==> src/hw/rtl/dmwp_pkg.sv <==
// ----------------------------------------------------------------------------
// Wheel plant package
// Shared constants, register map, arithmetic-unit request and response types,
// and saturation helpers for the motor-driven wheel plant step block.
// ----------------------------------------------------------------------------
package dmwp_pkg;

  localparam int FRAC_BITS_DEF = 16;
  localparam int RST_FRAC      = 16;

  localparam int CFG_NUM = 7;
  localparam int CFG_IW  = 3;
  localparam int CFG_AW  = 5;
  localparam int CFG_DW  = 32;
  localparam int REG_W   = 31;

  localparam logic [CFG_IW-1:0] REG_STALL     = 3'd0;
  localparam logic [CFG_IW-1:0] REG_NO_LOAD   = 3'd1;
  localparam logic [CFG_IW-1:0] REG_INERTIA   = 3'd2;
  localparam logic [CFG_IW-1:0] REG_MASS      = 3'd3;
  localparam logic [CFG_IW-1:0] REG_RADIUS    = 3'd4;
  localparam logic [CFG_IW-1:0] REG_FRICTION  = 3'd5;
  localparam logic [CFG_IW-1:0] REG_TIME_STEP = 3'd6;

  // Reset values in unsigned Q15.16; rescaled to the configured fraction width.
  localparam logic [REG_W-1:0] RST_STALL_Q16     = 31'd6422528;
  localparam logic [REG_W-1:0] RST_NO_LOAD_Q16   = 31'd1212416;
  localparam logic [REG_W-1:0] RST_INERTIA_Q16   = 31'd65536;
  localparam logic [REG_W-1:0] RST_MASS_Q16      = 31'd655360;
  localparam logic [REG_W-1:0] RST_RADIUS_Q16    = 31'd32768;
  localparam logic [REG_W-1:0] RST_FRICTION_Q16  = 31'd196608;
  localparam logic [REG_W-1:0] RST_TIME_STEP_Q16 = 31'd6554;

  localparam logic [7:0]  CODE_OFF  = 8'd0;
  localparam logic [7:0]  CODE_STOP = 8'd128;
  localparam logic [31:0] GAIN_DIV  = 32'd127;

  localparam int DIV_BITS = 2;
  localparam int DIV_ITER = 32 / DIV_BITS;
  localparam int CNT_W    = $clog2(DIV_ITER);

  localparam logic signed [31:0] S32_MAX = 32'sh7FFF_FFFF;
  localparam logic signed [31:0] S32_MIN = 32'sh8000_0000;

  typedef struct packed {
    logic [REG_W-1:0] stall_torque;
    logic [REG_W-1:0] no_load_speed;
    logic [REG_W-1:0] wheel_inertia;
    logic [REG_W-1:0] wheel_mass;
    logic [REG_W-1:0] wheel_radius;
    logic [REG_W-1:0] friction_coeff;
    logic [REG_W-1:0] time_step;
  } cfg_t;

  typedef enum logic {
    ALU_MUL = 1'b0,
    ALU_DIV = 1'b1
  } alu_op_t;

  typedef struct packed {
    logic        start;
    alu_op_t     op;
    logic [63:0] a;
    logic [31:0] b;
  } alu_req_t;

  typedef struct packed {
    logic        done;
    logic        ovf;
    logic [63:0] res;
  } alu_rsp_t;

  function automatic logic [33:0] sx34(input logic [31:0] v);
    return {{2{v[31]}}, v};
  endfunction

  function automatic logic [31:0] abs32(input logic [31:0] v);
    return v[31] ? (~v + 32'd1) : v;
  endfunction

  function automatic logic signed [31:0] sat34(input logic signed [33:0] v);
    logic signed [31:0] s;
    if (v > $signed(sx34(S32_MAX))) begin
      s = S32_MAX;
    end else if (v < $signed(sx34(S32_MIN))) begin
      s = S32_MIN;
    end else begin
      s = v[31:0];
    end
    return s;
  endfunction

  function automatic logic signed [31:0] sat_mag(input logic neg, input logic [63:0] m);
    logic signed [31:0] s;
    if (neg) begin
      if (m > 64'h8000_0000) begin
        s = S32_MIN;
      end else begin
        s = ~m[31:0] + 32'd1;
      end
    end else begin
      if (m > 64'h7FFF_FFFF) begin
        s = S32_MAX;
      end else begin
        s = m[31:0];
      end
    end
    return s;
  endfunction

endpackage

==> src/hw/rtl/dmwp_cfg.sv <==
// ----------------------------------------------------------------------------
// Wheel plant configuration registers
// APB-style register file holding the seven 31-bit plant parameters.
// ----------------------------------------------------------------------------
module dmwp_cfg #(
  parameter int FRAC_BITS = dmwp_pkg::FRAC_BITS_DEF
) (
  input  logic                          clk,
  input  logic                          rst_n,
  input  logic                          psel,
  input  logic                          penable,
  input  logic                          pwrite,
  input  logic [dmwp_pkg::CFG_AW-1:0]   paddr,
  input  logic [dmwp_pkg::CFG_DW-1:0]   pwdata,
  output logic [dmwp_pkg::CFG_DW-1:0]   prdata,
  output logic                          pready,
  output dmwp_pkg::cfg_t                cfg
);
  import dmwp_pkg::*;

  localparam logic [REG_W-1:0] RST_VAL [CFG_NUM] = '{
    REG_W'((64'(RST_STALL_Q16)     << FRAC_BITS) >> RST_FRAC),
    REG_W'((64'(RST_NO_LOAD_Q16)   << FRAC_BITS) >> RST_FRAC),
    REG_W'((64'(RST_INERTIA_Q16)   << FRAC_BITS) >> RST_FRAC),
    REG_W'((64'(RST_MASS_Q16)      << FRAC_BITS) >> RST_FRAC),
    REG_W'((64'(RST_RADIUS_Q16)    << FRAC_BITS) >> RST_FRAC),
    REG_W'((64'(RST_FRICTION_Q16)  << FRAC_BITS) >> RST_FRAC),
    REG_W'((64'(RST_TIME_STEP_Q16) << FRAC_BITS) >> RST_FRAC)
  };

  logic [REG_W-1:0]  regs_r [CFG_NUM];
  logic [CFG_IW-1:0] idx;
  logic              wr_en;

  assign idx    = paddr[CFG_IW+1:2];
  assign pready = 1'b1;
  assign wr_en  = psel && penable && pwrite && pready;

  always_ff @(posedge clk) begin
    if (!rst_n) begin
      for (int i = 0; i < CFG_NUM; i++) begin
        regs_r[i] <= RST_VAL[i];
      end
    end else if (wr_en && (32'(idx) < 32'(CFG_NUM))) begin
      regs_r[idx] <= pwdata[REG_W-1:0];
    end
  end

  always_comb begin
    prdata = '0;
    if (32'(idx) < 32'(CFG_NUM)) begin
      prdata = {1'b0, regs_r[idx]};
    end
  end

  assign cfg.stall_torque   = regs_r[REG_STALL];
  assign cfg.no_load_speed  = regs_r[REG_NO_LOAD];
  assign cfg.wheel_inertia  = regs_r[REG_INERTIA];
  assign cfg.wheel_mass     = regs_r[REG_MASS];
  assign cfg.wheel_radius   = regs_r[REG_RADIUS];
  assign cfg.friction_coeff = regs_r[REG_FRICTION];
  assign cfg.time_step      = regs_r[REG_TIME_STEP];

endmodule

==> src/hw/rtl/dmwp_alu.sv <==
// ----------------------------------------------------------------------------
// Wheel plant shared arithmetic unit
// Unsigned 32x32 multiplier with a registered product, and a restoring
// divider of a 64-bit dividend by a 32-bit divisor, two quotient bits a cycle.
// ----------------------------------------------------------------------------
module dmwp_alu (
  input  logic               clk,
  input  logic               rst_n,
  input  dmwp_pkg::alu_req_t req,
  output dmwp_pkg::alu_rsp_t rsp
);
  import dmwp_pkg::*;

  logic             busy_r, busy_nxt;
  logic             done_r, done_nxt;
  logic             ovf_r, ovf_nxt;
  logic [CNT_W-1:0] cnt_r, cnt_nxt;
  logic [31:0]      rem_r, rem_nxt;
  logic [31:0]      quo_r, quo_nxt;
  logic [31:0]      den_r, den_nxt;
  logic [63:0]      res_r, res_nxt;
  logic [63:0]      mul_p;
  logic [32:0]      trial;
  logic [31:0]      rem_t;
  logic [31:0]      quo_t;

  assign mul_p = req.a[31:0] * req.b;

  always_comb begin
    rem_t = rem_r;
    quo_t = quo_r;
    trial = '0;
    for (int k = 0; k < DIV_BITS; k++) begin
      trial = {rem_t, quo_t[31]};
      quo_t = {quo_t[30:0], 1'b0};
      if (trial >= {1'b0, den_r}) begin
        trial    = trial - {1'b0, den_r};
        quo_t[0] = 1'b1;
      end
      rem_t = trial[31:0];
    end
  end

  always_comb begin
    busy_nxt = busy_r;
    done_nxt = 1'b0;
    ovf_nxt  = ovf_r;
    cnt_nxt  = cnt_r;
    rem_nxt  = rem_r;
    quo_nxt  = quo_r;
    den_nxt  = den_r;
    res_nxt  = res_r;
    if (busy_r) begin
      rem_nxt = rem_t;
      quo_nxt = quo_t;
      cnt_nxt = cnt_r + CNT_W'(1);
      if (cnt_r == CNT_W'(DIV_ITER - 1)) begin
        busy_nxt = 1'b0;
        done_nxt = 1'b1;
        res_nxt  = {32'd0, quo_t};
      end
    end else if (req.start) begin
      case (req.op)
        ALU_MUL: begin
          res_nxt  = mul_p;
          ovf_nxt  = 1'b0;
          done_nxt = 1'b1;
        end
        ALU_DIV: begin
          if (req.a[63:32] >= req.b) begin
            ovf_nxt  = 1'b1;
            done_nxt = 1'b1;
          end else begin
            ovf_nxt  = 1'b0;
            busy_nxt = 1'b1;
            cnt_nxt  = '0;
            rem_nxt  = req.a[63:32];
            quo_nxt  = req.a[31:0];
            den_nxt  = req.b;
          end
        end
        default: begin
          done_nxt = 1'b0;
        end
      endcase
    end
  end

  always_ff @(posedge clk) begin
    if (!rst_n) begin
      busy_r <= 1'b0;
      done_r <= 1'b0;
      ovf_r  <= 1'b0;
      cnt_r  <= '0;
    end else begin
      busy_r <= busy_nxt;
      done_r <= done_nxt;
      ovf_r  <= ovf_nxt;
      cnt_r  <= cnt_nxt;
    end
  end

  always_ff @(posedge clk) begin
    rem_r <= rem_nxt;
    quo_r <= quo_nxt;
    den_r <= den_nxt;
    res_r <= res_nxt;
  end

  assign rsp.done = done_r;
  assign rsp.ovf  = ovf_r;
  assign rsp.res  = res_r;

endmodule

==> src/hw/rtl/dc_motor_wheel_plant_step.sv <==
// ----------------------------------------------------------------------------
// Motor-driven wheel plant step
// Fixed-point plant model of a motor-driven wheel, advanced one Euler step
// per tick beat.
//
// The input stream carries one beat per command: in_tuser is the command
// (0 stores the drive code in in_tdata[7:0], 1 advances one time step).
// A set-drive beat produces nothing. A tick produces one output beat holding
// the new angular speed, linear speed and wheel angle. The seven plant
// parameters are written through the APB-style cfg_ port; the user must
// write them only while the block is idle. The block does not enforce this.
// A tick runs on one shared unit under a sequencer. A divide whose quotient
// overflows 32 bits finishes without iterating. When the drive gain is zero
// the torque-speed multiplies and divides are skipped. in_tready is low while
// a tick is in progress.
// If the receiver stalls, the finished beat waits in the output register;
// the next command is still accepted, and a later tick holds its result
// until that register is free. Reset clears the held drive code, speed and
// angle, and loads the default parameters.
// ----------------------------------------------------------------------------
module dc_motor_wheel_plant_step #(
  parameter int FRAC_BITS = dmwp_pkg::FRAC_BITS_DEF
) (
  input  logic                          clk,
  input  logic                          rst_n,
  input  logic                          in_tvalid,
  output logic                          in_tready,
  input  logic [7:0]                    in_tdata,   // [7:0] drive_code
  input  logic                          in_tuser,   // [0] command
  output logic                          out_tvalid,
  input  logic                          out_tready,
  // [31:0] angular_speed, [63:32] linear_speed, [95:64] wheel_angle
  output logic [95:0]                   out_tdata,
  input  logic                          cfg_psel,
  input  logic                          cfg_penable,
  input  logic                          cfg_pwrite,
  input  logic [dmwp_pkg::CFG_AW-1:0]   cfg_paddr,
  input  logic [dmwp_pkg::CFG_DW-1:0]   cfg_pwdata,
  output logic [dmwp_pkg::CFG_DW-1:0]   cfg_prdata,
  output logic                          cfg_pready
);
  import dmwp_pkg::*;

  typedef enum logic [13:0] {
    ST_IDLE  = 14'b00000000000001,
    ST_R2    = 14'b00000000000010,
    ST_WT    = 14'b00000000000100,
    ST_SLOPE = 14'b00000000001000,
    ST_CG    = 14'b00000000010000,
    ST_SCALE = 14'b00000000100000,
    ST_CW    = 14'b00000001000000,
    ST_FR    = 14'b00000010000000,
    ST_MR    = 14'b00000100000000,
    ST_ALPHA = 14'b00001000000000,
    ST_WDT   = 14'b00010000000000,
    ST_ADT   = 14'b00100000000000,
    ST_LIN   = 14'b01000000000000,
    ST_EMIT  = 14'b10000000000000
  } state_t;

  cfg_t     cfg;
  alu_req_t req;
  alu_rsp_t rsp;

  state_t             state_r, state_nxt;
  logic               go_r, go_nxt;
  logic [7:0]         code_r, code_nxt;
  logic signed [31:0] w_r, w_nxt;
  logic signed [31:0] ang_r, ang_nxt;
  logic [REG_W-1:0]   r2_r, r2_nxt;
  logic [61:0]        prod_r, prod_nxt;
  logic signed [31:0] slope_r, slope_nxt;
  logic signed [32:0] drive_r, drive_nxt;
  logic signed [31:0] f1_r, f1_nxt;
  logic signed [31:0] torque_r, torque_nxt;
  logic [REG_W-1:0]   denom_r, denom_nxt;
  logic signed [31:0] alpha_r, alpha_nxt;
  logic signed [31:0] lin_r, lin_nxt;
  logic               out_valid_r, out_valid_nxt;
  logic [95:0]        out_data_r, out_data_nxt;

  logic               op_neg;
  logic               op_zero;
  logic               gpos;
  logic               gzero;
  logic [7:0]         g_mag;
  logic signed [33:0] curve;
  logic [31:0]        curve_mag;
  logic signed [31:0] mul_q;
  logic signed [31:0] div_val;
  logic signed [31:0] sum_q;
  logic [63:0]        prod_sh;

  dmwp_cfg #(
    .FRAC_BITS (FRAC_BITS)
  ) u_cfg (
    .clk     (clk),
    .rst_n   (rst_n),
    .psel    (cfg_psel),
    .penable (cfg_penable),
    .pwrite  (cfg_pwrite),
    .paddr   (cfg_paddr),
    .pwdata  (cfg_pwdata),
    .prdata  (cfg_prdata),
    .pready  (cfg_pready),
    .cfg     (cfg)
  );

  dmwp_alu u_alu (
    .clk   (clk),
    .rst_n (rst_n),
    .req   (req),
    .rsp   (rsp)
  );

  assign gpos  = code_r > CODE_STOP;
  assign gzero = (code_r == CODE_OFF) || (code_r == CODE_STOP);
  assign g_mag = gpos ? (code_r - CODE_STOP) : (CODE_STOP - code_r);

  assign curve = gpos ? ({3'b000, cfg.stall_torque} + sx34(slope_r))
                      : ({3'b000, cfg.stall_torque} - sx34(slope_r));
  assign curve_mag = curve[33] ? 32'(34'd0 - curve) : curve[31:0];

  assign prod_sh = rsp.res >> FRAC_BITS;
  assign mul_q   = sat_mag(op_neg, prod_sh);

  always_comb begin
    if (op_zero) begin
      div_val = '0;
    end else if (rsp.ovf) begin
      div_val = op_neg ? S32_MIN : S32_MAX;
    end else begin
      div_val = sat_mag(op_neg, {32'd0, rsp.res[31:0]});
    end
  end

  // Operand selection for the shared unit.
  always_comb begin
    req.start = go_r;
    req.op    = ALU_MUL;
    req.a     = '0;
    req.b     = '0;
    op_neg    = 1'b0;
    op_zero   = 1'b0;
    case (state_r)
      ST_R2: begin
        req.a = {33'd0, cfg.wheel_radius};
        req.b = {1'b0, cfg.wheel_radius};
      end
      ST_WT: begin
        req.a = {32'd0, abs32(w_r)};
        req.b = {1'b0, cfg.stall_torque};
      end
      ST_SLOPE: begin
        req.op  = ALU_DIV;
        req.a   = {2'b00, prod_r};
        req.b   = {1'b0, cfg.no_load_speed};
        op_neg  = w_r[31];
        op_zero = (prod_r == '0);
      end
      ST_CG: begin
        req.a = {32'd0, curve_mag};
        req.b = {24'd0, g_mag};
      end
      ST_SCALE: begin
        req.op  = ALU_DIV;
        req.a   = {2'b00, prod_r};
        req.b   = GAIN_DIV;
        op_neg  = curve[33];
        op_zero = (prod_r == '0);
      end
      ST_CW: begin
        req.a  = {33'd0, cfg.friction_coeff};
        req.b  = abs32(w_r);
        op_neg = w_r[31];
      end
      ST_FR: begin
        req.a  = {32'd0, abs32(f1_r)};
        req.b  = {1'b0, r2_r};
        op_neg = f1_r[31];
      end
      ST_MR: begin
        req.a = {33'd0, cfg.wheel_mass};
        req.b = {1'b0, r2_r};
      end
      ST_ALPHA: begin
        req.op  = ALU_DIV;
        req.a   = {32'd0, abs32(torque_r)} << FRAC_BITS;
        req.b   = {1'b0, denom_r};
        op_neg  = torque_r[31];
        op_zero = (torque_r == '0);
      end
      ST_WDT: begin
        req.a  = {32'd0, abs32(w_r)};
        req.b  = {1'b0, cfg.time_step};
        op_neg = w_r[31];
      end
      ST_ADT: begin
        req.a  = {32'd0, abs32(alpha_r)};
        req.b  = {1'b0, cfg.time_step};
        op_neg = alpha_r[31];
      end
      ST_LIN: begin
        req.a  = {32'd0, abs32(w_r)};
        req.b  = {1'b0, cfg.wheel_radius};
        op_neg = w_r[31];
      end
      default: begin
        req.start = 1'b0;
      end
    endcase
  end

  always_comb begin
    sum_q = '0;
    case (state_r)
      ST_FR:   sum_q = sat34({drive_r[32], drive_r} - sx34(mul_q));
      ST_MR:   sum_q = sat34({3'b000, cfg.wheel_inertia} + sx34(mul_q));
      ST_WDT:  sum_q = sat34(sx34(ang_r) + sx34(mul_q));
      ST_ADT:  sum_q = sat34(sx34(w_r) + sx34(mul_q));
      ST_LIN:  sum_q = sat34(34'd0 - sx34(mul_q));
      default: sum_q = '0;
    endcase
  end

  // Sequencer.
  always_comb begin
    state_nxt     = state_r;
    go_nxt        = 1'b0;
    code_nxt      = code_r;
    w_nxt         = w_r;
    ang_nxt       = ang_r;
    r2_nxt        = r2_r;
    prod_nxt      = prod_r;
    slope_nxt     = slope_r;
    drive_nxt     = drive_r;
    f1_nxt        = f1_r;
    torque_nxt    = torque_r;
    denom_nxt     = denom_r;
    alpha_nxt     = alpha_r;
    lin_nxt       = lin_r;
    out_valid_nxt = out_valid_r && !out_tready;
    out_data_nxt  = out_data_r;
    case (state_r)
      ST_IDLE: begin
        drive_nxt = '0;
        if (in_tvalid) begin
          if (in_tuser) begin
            state_nxt = ST_R2;
            go_nxt    = 1'b1;
          end else begin
            code_nxt = in_tdata;
          end
        end
      end
      ST_R2: begin
        if (rsp.done) begin
          r2_nxt    = mul_q[REG_W-1:0];
          state_nxt = gzero ? ST_CW : ST_WT;
          go_nxt    = 1'b1;
        end
      end
      ST_WT: begin
        if (rsp.done) begin
          prod_nxt  = rsp.res[61:0];
          state_nxt = ST_SLOPE;
          go_nxt    = 1'b1;
        end
      end
      ST_SLOPE: begin
        if (rsp.done) begin
          slope_nxt = div_val;
          state_nxt = ST_CG;
          go_nxt    = 1'b1;
        end
      end
      ST_CG: begin
        if (rsp.done) begin
          prod_nxt  = rsp.res[61:0];
          state_nxt = ST_SCALE;
          go_nxt    = 1'b1;
        end
      end
      ST_SCALE: begin
        if (rsp.done) begin
          drive_nxt = gpos ? (33'd0 - {div_val[31], div_val}) : {div_val[31], div_val};
          state_nxt = ST_CW;
          go_nxt    = 1'b1;
        end
      end
      ST_CW: begin
        if (rsp.done) begin
          f1_nxt    = mul_q;
          state_nxt = ST_FR;
          go_nxt    = 1'b1;
        end
      end
      ST_FR: begin
        if (rsp.done) begin
          torque_nxt = sum_q;
          state_nxt  = ST_MR;
          go_nxt     = 1'b1;
        end
      end
      ST_MR: begin
        if (rsp.done) begin
          denom_nxt = sum_q[REG_W-1:0];
          state_nxt = ST_ALPHA;
          go_nxt    = 1'b1;
        end
      end
      ST_ALPHA: begin
        if (rsp.done) begin
          alpha_nxt = div_val;
          state_nxt = ST_WDT;
          go_nxt    = 1'b1;
        end
      end
      ST_WDT: begin
        if (rsp.done) begin
          ang_nxt   = sum_q;
          state_nxt = ST_ADT;
          go_nxt    = 1'b1;
        end
      end
      ST_ADT: begin
        if (rsp.done) begin
          w_nxt     = sum_q;
          state_nxt = ST_LIN;
          go_nxt    = 1'b1;
        end
      end
      ST_LIN: begin
        if (rsp.done) begin
          lin_nxt   = sum_q;
          state_nxt = ST_EMIT;
        end
      end
      ST_EMIT: begin
        if (!out_valid_r || out_tready) begin
          out_valid_nxt = 1'b1;
          out_data_nxt  = {ang_r, lin_r, w_r};
          state_nxt     = ST_IDLE;
        end
      end
      default: begin
        state_nxt = ST_IDLE;
      end
    endcase
  end

  always_ff @(posedge clk) begin
    if (!rst_n) begin
      state_r     <= ST_IDLE;
      go_r        <= 1'b0;
      code_r      <= CODE_OFF;
      w_r         <= '0;
      ang_r       <= '0;
      out_valid_r <= 1'b0;
    end else begin
      state_r     <= state_nxt;
      go_r        <= go_nxt;
      code_r      <= code_nxt;
      w_r         <= w_nxt;
      ang_r       <= ang_nxt;
      out_valid_r <= out_valid_nxt;
    end
  end

  always_ff @(posedge clk) begin
    r2_r       <= r2_nxt;
    prod_r     <= prod_nxt;
    slope_r    <= slope_nxt;
    drive_r    <= drive_nxt;
    f1_r       <= f1_nxt;
    torque_r   <= torque_nxt;
    denom_r    <= denom_nxt;
    alpha_r    <= alpha_nxt;
    lin_r      <= lin_nxt;
    out_data_r <= out_data_nxt;
  end

  assign in_tready  = (state_r == ST_IDLE);
  assign out_tvalid = out_valid_r;
  assign out_tdata  = out_data_r;

endmodule
==> config.mk <==
export PLATFORM = sky130hd
export DESIGN_NAME = dc_motor_wheel_plant_step
export DESIGN_NICKNAME = d
export VERILOG_FILES = /design/src/hw/rtl/dmwp_pkg.sv /design/src/hw/rtl/dmwp_cfg.sv /design/src/hw/rtl/dmwp_alu.sv /design/src/hw/rtl/dc_motor_wheel_plant_step.sv
export SDC_FILE = /design/constraint.sdc
export NUM_CORES = 2
export LEC_CHECK = 0
export BUFFER_PORTS_ARGS = -buffer_cell sky130_fd_sc_hd__clkbuf_2
export CAP_MARGIN = 15
export CORE_UTILIZATION = 51
export CTS_CLUSTER_DIAMETER = 50
export DETAILED_ROUTE_END_ITERATION = 8
export GPL_ROUTABILITY_DRIVEN = 0
export HOLD_SLACK_MARGIN = 0.08
export PLACE_DENSITY = 0.67
export SYNTH_ARGS = -nofsm -noshare
export SYNTH_HDL_FRONTEND = slang
export SYNTH_SLANG_ARGS = --single-unit
==> constraint.sdc <==
create_clock -name clk -period 26.1 [get_ports clk]
set_input_delay 5.22 -clock clk [delete_from_list [all_inputs] [get_ports clk]]
set_output_delay 5.22 -clock clk [all_outputs]
set_load 0.05 [all_outputs]
==> results.yml <==
clocking:
  clk_pin_slew_ns: 0.07
  h-tree-depth: 3
  clkSinkCount: 885
  cts_root_buf: "clkbuf_16"
  cts_tree: "yes"
  clock_latency_ns: 0.77
  postCtsHoldBufs: 0
  cts_buffers: 106
  cts_resized: 0
  post-cts-setup-buffers: 0
  cts_buffer_depth: 3
yosys:
  syn_inst: 9603
  yosysMostFrequentCell: "inv_1"
  synth_area_um2: 89010
  synth_commonest_cells: "inv_1 (1242), nand2_1 (1112), nor2_1 (1061)"
  synthArstFlopShare_pct: 0
  ys_top_cells_by_area: "edfxtp_1 (26%), fa_1 (20%), ha_1 (7.4%)"
  synth_edf_count: 759
  synth_seq_area_share_pct: 28.44
  synth_top_cell_area_share_pct: 25.61
  yosys_warnings: 0
  yosys.area.top_type: "edfxtp_1"
  ys_ff_latch: 885
  synth-main-ff-cell: "edfxtp_1"
  synth_cell_type_count: 112
  avgSynthCellArea_um2: 9.269
timing:
  whs_ns: 0.4092
  period_share_pct: 63.49
  maxSlewHeadroom_pct: -6.446
  hold_violations: 0
  rsz0062_at_grt: "no"
  fin_skew_ns: 0.06871
  post-route-min-period_ns: 16.57
  max_slew.worst_pin.slew_ns: 1.589
  fin_tns_setup_ns: 0
  slew_viol_final: 5
  fmax_mhz: 60.35
  setup_ws_ns: 9.530
  setup_viol: 0
place:
  dpl_cell_area_um2: 93060
  io_buffers: 178
  dp_hpwl_um: 265700
  dp_slack_ns: 9.981
floorplanning:
  initial_core_util_pct: 51.60
  design.die.area_um2: 176200
  pin_count: 184
  core_area_um2: 172500
  core.rowCount: 152
  die_w_um: 419.8
  die_y_um: 419.8
setup_path:
  cp.required_ns: 26.54
  worst_path_most_repeated_cell: "fa_1"
  worst_path_max_delay_cell: "a31o_2"
  worstSetupPathType: "register to register"
  critical_path_arrival_ns: 17.01
  slowest_delay_ns: 0.93
  critical_path.max_fanout: 40
  crit_path_start_kind: "register"
  critPathCaptureType: "register"
power:
  p_leak_uw: 0.04145
  netSwitchingFraction_pct: 29.16
  p_comb_share_pct: 12.0
  p_seq_share_pct: 44.9
  clockPowerShare_pct: 43.1
  p_int_uw: 2518
  p_per_area_nw_per_um2: 36.70
  p_sw_uw: 1037
  vdd_drop_max_mv: 0.05419
run_status:
  violations: "design-rule violations, max-capacitance violations, max-slew violations"
  status: "finished, violations left"
global_routing:
  grt_usage_pct: 39.56
  grt_pass1_vias: 75172
  grt_max_degree: 78
  gr-total-overflow: 0
  antenna_found_initial: 34
  grt_pass1_wl_um: 503100
route:
  wl_per_cell_um: 29.05
  viasPerCell: 6.497
  first_iter_violations: 12289
  remaining_drc_errors: 33
  antenna_left: 0
  wirelength_um: 350600
  first_pass_iters: 9
  vias: 78418
final_layout:
  fillerInstances: 15158
  area_growth_pct: 8.810
  final_util_pct: 56.15
  drive_gt1_share_pct: 9.341
  nets: 11123
  post-route-cell-area_um2: 96850
job:
  max_cap_violations: 1
min_path:
  min_path_type: "register to register"
## cells in the final DEF (no fill, tap or decap), types with 44 or more instances in the layout
cell,n
xnor2_1,267
o21a_1,69
nand3_1,110
or4_1,46
and2_1,112
nor2b_1,45
a222oi_1,49
nand4_1,44
ha_1,529
clkbuf_2,176
inv_1,1242
nor2_1,1058
nor3_1,120
mux2i_1,63
xor2_1,224
dfxtp_1,125
buf_4,219
a21oi_1,472
o31ai_1,67
mux2_2,71
clkbuf_16,107
nand2_1,1107
nor4_1,49
o21bai_1,44
nand2b_1,74
a21o_1,135
a31oi_1,65
or3_1,68
o21ai_0,437
edfxtp_1,759
fa_1,903
## per-layer routing
| metal | vias up | global-route usage, % | part of all wire [%] |
|---|---|---|---|
| met3 | 1405 | 17.67 | 17 |
| met2 | 6046 | 54.74 | 40 |
| met5 | - | 0.8058 | 0.17 |
| met1 | 38303 | 50.04 | 35 |
| met4 | 24 | 24.76 | 7.9 |
| li1 | 32640 | - | - |
## path summary, 6_finish.rpt
check                  from  depth (start not counted)  slack, ns         endpoint
setup / recovery  code_r[4]                         44       9.53  u_alu.res_r[57]
hold reg to reg   lin_r[11]                          0       0.41    out_tdata[43]
hold / removal    lin_r[11]                          0       0.41    out_tdata[43]
setup reg to reg  code_r[4]                         44       9.53  u_alu.res_r[57]
## stage by stage
step	instances	power, µW
global placement	11831	2009
floorplan	9604	1840
finish	12069	3554
detailed placement	11832	2016
CTS	12033	3510
global route	12045	3604
## power by group through the flow
stage	Sequential (µW)	Combinational (µW)	Clock, µW
after floorplan	1600	236	0
after global placement	1620	387	0
after detailed placement	1620	393	0
after CTS	1590	395	1520
after global routing	1600	428	1580
final	1600	427	1530
## area by class of cell
type	instances	area, µm²	area share [%]
Antenna cell	28	70.07	0.07235
Tap cell	2310	2890	2.984
Timing Repair Buffer	402	2633	2.718
Clock inverter	79	850.8	0.8785
Clock buffer	122	2754	2.843
Inverter	1252	4700	4.852
Multi-Input combinational cell	6991	57630	59.51
Sequential cell	885	25320	26.14
## cell families after synthesis
kind of cell,synth area share (%)
xor gates and xnor gates,4.831
and+or+nand+nor,15.42
DFF,28.44
muxes,2.404
buffers and inverters,7.381
adders and majority gates,27.75
AOI/OAI and AO/OA,13.77
other,0.008437
## critical path, delay by kind of cell (launching register included)
| kind | cells | cell delay (ns) |
|---|---|---|
| compound gates | 16 | 6.32 |
| simple gates | 11 | 3.74 |
| buf+inv | 4 | 0.22 |
| flops | 1 | 0.36 |
| xor+xnor | 3 | 0.69 |
| fa+ha+maj | 10 | 4.90 |
## state kept, by name, indices dropped and copies added, names as in the netlist, 4 cells and up
register	flops
alpha_r	32
ang_r	32
code_r	8
denom_r	31
drive_r	33
f1_r	32
lin_r	32
out_tdata	96
prod_r	62
r2_r	31
slope_r	32
state_r	14
torque_r	32
u_alu.cnt_r	4
u_alu.den_r	32
u_alu.quo_r	32
u_alu.rem_r	32
u_alu.res_r	64
u_cfg.regs_r	217
w_r	32
Power figures use the tool's default switching activity.
